[src/rtl/itoa_pkg.sv]
`timescale 1ns / 1ps
// ----------------------------------------------------------------------------
// itoa_pkg
// Shared constants, types and helpers for the integer to ASCII converter.
// ----------------------------------------------------------------------------
package itoa_pkg;

   localparam int VALUE_WIDTH = 32;
   localparam int IN_WIDTH    = 32;
   localparam int CHAR_WIDTH  = 7;
   localparam int LEN_WIDTH   = 4;
   localparam int NIBBLE      = 4;

   localparam int RADIX_DEC = 10;
   localparam int RADIX_HEX = 16;

   localparam logic [CHAR_WIDTH-1:0] CH_ZERO    = 7'h30;
   localparam logic [CHAR_WIDTH-1:0] CH_UPPER_A = 7'h41;
   localparam logic [CHAR_WIDTH-1:0] CH_MINUS   = 7'h2D;

   // digits of the largest magnitude, 2^(VALUE_WIDTH-1)
   localparam int DEC_DIGITS = ((VALUE_WIDTH - 1) * 30103) / 100000 + 1;
   localparam int HEX_DIGITS = (VALUE_WIDTH - 1) / NIBBLE + 1;
   localparam int DIGIT_MAX  = (DEC_DIGITS > HEX_DIGITS) ? DEC_DIGITS : HEX_DIGITS;
   localparam int IDX_WIDTH  = $clog2(DIGIT_MAX);
   localparam int CNT_WIDTH  = $clog2(DIGIT_MAX + 1);

   // exact divide by ten: q = (m * DEC_RECIP) >> DEC_SHIFT
   localparam int DEC_SHIFT = VALUE_WIDTH + NIBBLE;
   localparam logic [DEC_SHIFT:0] RECIP_POW = (DEC_SHIFT + 1)'(1) << DEC_SHIFT;
   localparam logic [VALUE_WIDTH:0] DEC_RECIP =
      (VALUE_WIDTH + 1)'((RECIP_POW + (RADIX_DEC - 1)) / RADIX_DEC);

   typedef struct packed {
      logic load;
      logic step;
      logic put_sign;
      logic put_digit;
   } itoa_cmd_type;

   typedef struct packed {
      logic conv_done;
      logic negative;
      logic digit_last;
      logic out_free;
   } itoa_sts_type;

   function automatic logic [CHAR_WIDTH-1:0] digit_to_ascii(input logic [NIBBLE-1:0] d);
      logic [CHAR_WIDTH-1:0] dx;
      dx = CHAR_WIDTH'(d);
      if (d < NIBBLE'(RADIX_DEC)) begin
         return CH_ZERO + dx;
      end else begin
         return CH_UPPER_A + dx - CHAR_WIDTH'(RADIX_DEC);
      end
   endfunction

endpackage

[src/rtl/itoa_ctrl.sv]
`timescale 1ns / 1ps
// ----------------------------------------------------------------------------
// itoa_ctrl
// Controller: accept, digit extraction loop, sign and digit emission.
// ----------------------------------------------------------------------------
module itoa_ctrl (
   input  logic                   clock,
   input  logic                   reset,
   input  logic                   req_valid,
   output logic                   req_ready,
   output itoa_pkg::itoa_cmd_type cmd,
   input  itoa_pkg::itoa_sts_type sts
);
   import itoa_pkg::*;

   typedef enum logic [1:0] {
      ST_IDLE,
      ST_CONV,
      ST_SIGN,
      ST_DIGIT
   } state_type;

   state_type state_ff, state_in;

   always_comb begin
      state_in      = state_ff;
      cmd           = '0;
      req_ready     = 1'b0;
      unique case (state_ff)
         ST_IDLE: begin
            req_ready = 1'b1;
            if (req_valid) begin
               cmd.load = 1'b1;
               state_in = ST_CONV;
            end
         end
         ST_CONV: begin
            cmd.step = 1'b1;
            if (sts.conv_done) begin
               state_in = sts.negative ? ST_SIGN : ST_DIGIT;
            end
         end
         ST_SIGN: begin
            if (sts.out_free) begin
               cmd.put_sign = 1'b1;
               state_in     = ST_DIGIT;
            end
         end
         ST_DIGIT: begin
            if (sts.out_free) begin
               cmd.put_digit = 1'b1;
               if (sts.digit_last) begin
                  state_in = ST_IDLE;
               end
            end
         end
         default: begin
            state_in = ST_IDLE;
         end
      endcase
   end

   always_ff @(posedge clock) begin
      if (reset) begin
         state_ff <= ST_IDLE;
      end else begin
         state_ff <= state_in;
      end
   end

   a_load_only_idle: assert property (@(posedge clock) disable iff (reset)
      cmd.load |-> (state_ff == ST_IDLE && req_valid))
      else $error("load outside idle");

   a_sign_then_digit: assert property (@(posedge clock) disable iff (reset)
      cmd.put_sign |=> (state_ff == ST_DIGIT))
      else $error("sign not followed by digits");

   a_conv_exit: assert property (@(posedge clock) disable iff (reset)
      (state_ff == ST_CONV && sts.conv_done && !sts.negative) |=> (state_ff == ST_DIGIT))
      else $error("bad exit from conversion");

endmodule

[config.mk]
export PLATFORM = sky130hd
export DESIGN_NAME = itoa_ctrl
export DESIGN_NICKNAME = d
export VERILOG_FILES = /design/src/rtl/itoa_pkg.sv /design/src/rtl/itoa_ctrl.sv
export SDC_FILE = /design/constraint.sdc
export NUM_CORES = 1
export LEC_CHECK = 0
export BUFFER_PORTS_ARGS = -buffer_cell sky130_fd_sc_hd__buf_2
export CAP_MARGIN = 30
export CORE_AREA = 2 2 39 41
export CTS_CLUSTER_DIAMETER = 80
export DETAILED_ROUTE_END_ITERATION = 8
export DIE_AREA = 0 0 41 43
export PLACE_DENSITY = 0.42
export SYNTH_ARGS = -nofsm -noshare
export SYNTH_HDL_FRONTEND = slang
export SYNTH_SLANG_ARGS = --single-unit
[constraint.sdc]
create_clock -name clock -period 2.9 [get_ports clock]
set_input_delay 0.435 -clock clock [delete_from_list [all_inputs] [get_ports clock]]
set_output_delay 0.435 -clock clock [all_outputs]
set_load 0.05 [all_outputs]
=== Yosys cells after proc, flatten, opt, wreduce, memory -nomap -nowiden ===
Index checks and enable logic that the tools add are counted.
Widths: inputs -> output; s select.

* Flip-flop bits (word level): 2
* Input port bits: 7
* Output and inout port bits: 5
* Word-level logic and storage cells: 25

* Equal/unequal tests: 8
* Multiplexer cells: 14
* Reduce and logical (&&, ||, !) cells: 2

{| class="wikitable"
|+ Operators with widths
! operator !! count
|-
| $mux 2 || 5
|-
| $ne 2x2->1 const B || 5
|-
| $mux 1 || 8
|-
| $pmux 2 s4 || 1
|-
| $reduce_and 5->1 || 1
|-
| $eq 2x2->1 const B || 2
|-
| $eq 2x1->1 const B || 1
|-
| $logic_not 2->1 || 1
|}

=== Logic depth before layout (Yosys ltp) ===
* Depth after elaboration: 3
* Mapped depth: 5
* Mapped depth without buffers: 5

=== Worst setup path before layout ===
No wires, ideal clock.

* Kind: register -> output
* Start: register state_ff[0]
* End: output port cmd[3] in the netlist's numbering
* Data arrival time: 1.305 ns
* Data required time: 2.465 ns
* Path slack: 1.160 ns
* Cell stages (with the launch flop): 4
* Buffers on the path: 0
* Cell sequence: dfxtp_1 -> inv_1 -> ha_1 -> and2_2

{| class="wikitable"
|+ RTL lines
! item !! RTL line !! text
|-
| start, declared || itoa_ctrl.sv:23 || <nowiki>state_type state_ff, state_in;</nowiki>
|-
| start signal, assigned || itoa_ctrl.sv:67 || <nowiki>state_ff <= state_in;</nowiki>
|-
| end, declared || itoa_ctrl.sv:11 || <nowiki>output itoa_pkg::itoa_cmd_type cmd,</nowiki>
|}

==> out/results.ini <==
[outcome]
status = finished, final reports clean

[clocking]
cts.repair.resized = 0
root_buffer = clkbuf_4
cts-hold-fix-buffers = 0
cts_tree = built
clk-insertion-delay-late_ns = 0.22
cts.clk_slew.worst_paths_ns = 0.03
cts_made_buffers = 3
htreeDepth = 1
postCtsSetupRepairBufs = 0
cts.sinks = 2
cts.path.max_buffers = 2

[placement]
dp_cells = 51
hpwl_um = 350
routabilityCongestion = 0.607
port_buffers = 11

[sta]
setup_viol = 0
fin_crit_ns = 1.72
drv_slew = 0
timing.final.crit_share_pct = 59.3
rsz0062_at_grt = no
setup_tns_ns = 0
maxSlewHeadroom_pct = 83.6
fmax_ghz = 0.582
worst_hold_slack_ns = 0.527
tightest_slew_ns = 0.248
hold_viol_final = 0
fin_skew_ns = 0.000488

[yosys]
ys_seq_elements = 2
synth_top_area_cell = ha_1
yosysSeqAreaShare_pct = 18.6
syn_nets = 35
syn_area_um2 = 215
netlist-cell-type-count = 13
ys_warn_count = 0
synthArstFlopShare_pct = 0
synth.area.top_cells = ha_1 (23%), dfxtp_1 (19%), nand2b_1 (15%)
synth_edf_count = 0
yosys_most_used_dff = dfxtp_1
syn_area_per_cell_um2 = 8.97
synth_cells = 24
yosys.area.top_type_share_pct = 23.3

[worst_hold_path]
hold_path_class = register to register
hp-start = state_ff[1]

[floorplan]
die_y_um = 43
num_rows = 14
boundaryPins = 12
start_util_pct = 15.6
core_area_um2 = 1380
dieArea_um2 = 1760
die_w_um = 41

[global_routing]
grt_busiest_layer = met2
overflow = 0
grt_pass1_wl_um = 662
use_met2_pct = 8.44
grt_max_degree = 6
grt_pass1_vias = 187
gr-usage-met3_pct = 1.57
antenna_found_initial = 0
groute.layer.met1.usage_pct = 6.07
grt_usage_pct = 6.11

[worst_setup_path]
crit_start = state_ff[0]
worstPathRequired_ns = 2.47
end_kind = output port
cp.arrival_ns = 1.28
crit_type = register to output port
startpoint_type = register
r2r_start = state_ff[0]
worstPathMaxFanout = 5

[final_layout]
final_cells = 54
fin_nets = 51
reg_top3 = state_ff: 2 flops
top_register = state_ff
num_antenna_cells = 0
fillCellCount = 156
drive_above_1_share_pct = 44.7
largest_register_ffs = 2
syn2layout_area_growth_pct = 45.3

[power]
ir_worst_vdd_v = 0.000291
p_leak_nw = 0.163
total_power_w = 0.000355
power_density_nw_per_um2 = 1140

[route]
antenna_left = 0
avgRoutedWirePerCell_um = 7.74
drt_iter0_drc = 1
wl_um = 418
drc = 0
first_pass_iters = 2
avgViaCountPerCell = 3.65
vias = 197

[run]
drv_cap = 0

## power by group
part	internal, W	switching (W)
Clock	0.0000456	0.0000154
Combinational	0.0000825	0.000156
Sequential	0.0000409	0.0000150
Total	0.000169	0.000186
## stage by stage
| step | cell area (µm²) | util, % | setup WS (ns) |
|---|---|---|---|
| 2_1_floorplan | 215 | - | 1.16 |
| 3_3_place_gp | 290 | 21.0 | 1.40 |
| 3_5_place_dp | 290 | 21.0 | 1.40 |
| 4_1_cts | 313 | 22.6 | 1.15 |
| 5_1_grt | 313 | 22.6 | 1.07 |
| 6_report | 313 | 22.6 | 1.18 |
## layout by cell type (no fill, tap or decap)
| master | count |
|---|---|
| a31oi_1 | 1 |
| and2_1 | 2 |
| and2_2 | 1 |
| buf_2 | 11 |
| clkbuf_4 | 3 |
| dfxtp_1 | 2 |
| ha_1 | 4 |
| inv_1 | 3 |
| mux2_4 | 1 |
| mux2i_1 | 1 |
| nand2b_1 | 5 |
| nand3b_1 | 1 |
| nor2_1 | 1 |
| o2111a_2 | 1 |
| o21bai_1 | 1 |
## worst paths after layout
| check | to | slack, ns | cells past startpoint |
|---|---|---|---|
| worst min-delay path | state_ff[1] | 0.53 | 2 |
| worst max-delay path | cmd[3] | 1.18 | 4 |
| worst max register to register | state_ff[0] | 1.43 | 5 |
| worst min register to register | state_ff[1] | 0.53 | 2 |
## cell families after synthesis
kind of cell,synth area share [%]
and+or+nand+nor,29.1
AOI/OAI and AO/OA,12.2
buffers and inverters,5.23
DFF,18.6
muxes,11.6
adders and majority gates,23.3
## per-layer routing
layer  up-vias  routed length, µm
met1        81                192
met5         -                  0
met2         9                184
met3         0                 42
li1        107                  -
met4         0                  0
## worst max-delay path, cell delays in order, from the launching register on
cell and delay, ns:
dfxtp_1 0.38, inv_1 0.10, ha_1 0.22, and2_2 0.16, buf_2 0.20
## area by class of cell
cell class / count / area, µm² / share of cell area, %
tap: 16 / 20.0 / 6.40
inverter: 3 / 11.3 / 3.60
clock buffer: 3 / 22.5 / 7.20
multi-input combinational: 19 / 164 / 52.4
timing repair buffer: 11 / 55.1 / 17.6
sequential: 2 / 40.0 / 12.8
## cell usage after synthesis (2+ instances only)
master	count
and2_1	2
nand2b_1	5
dfxtp_1	2
ha_1	4
inv_1	3
Power figures use the tool's default switching activity.
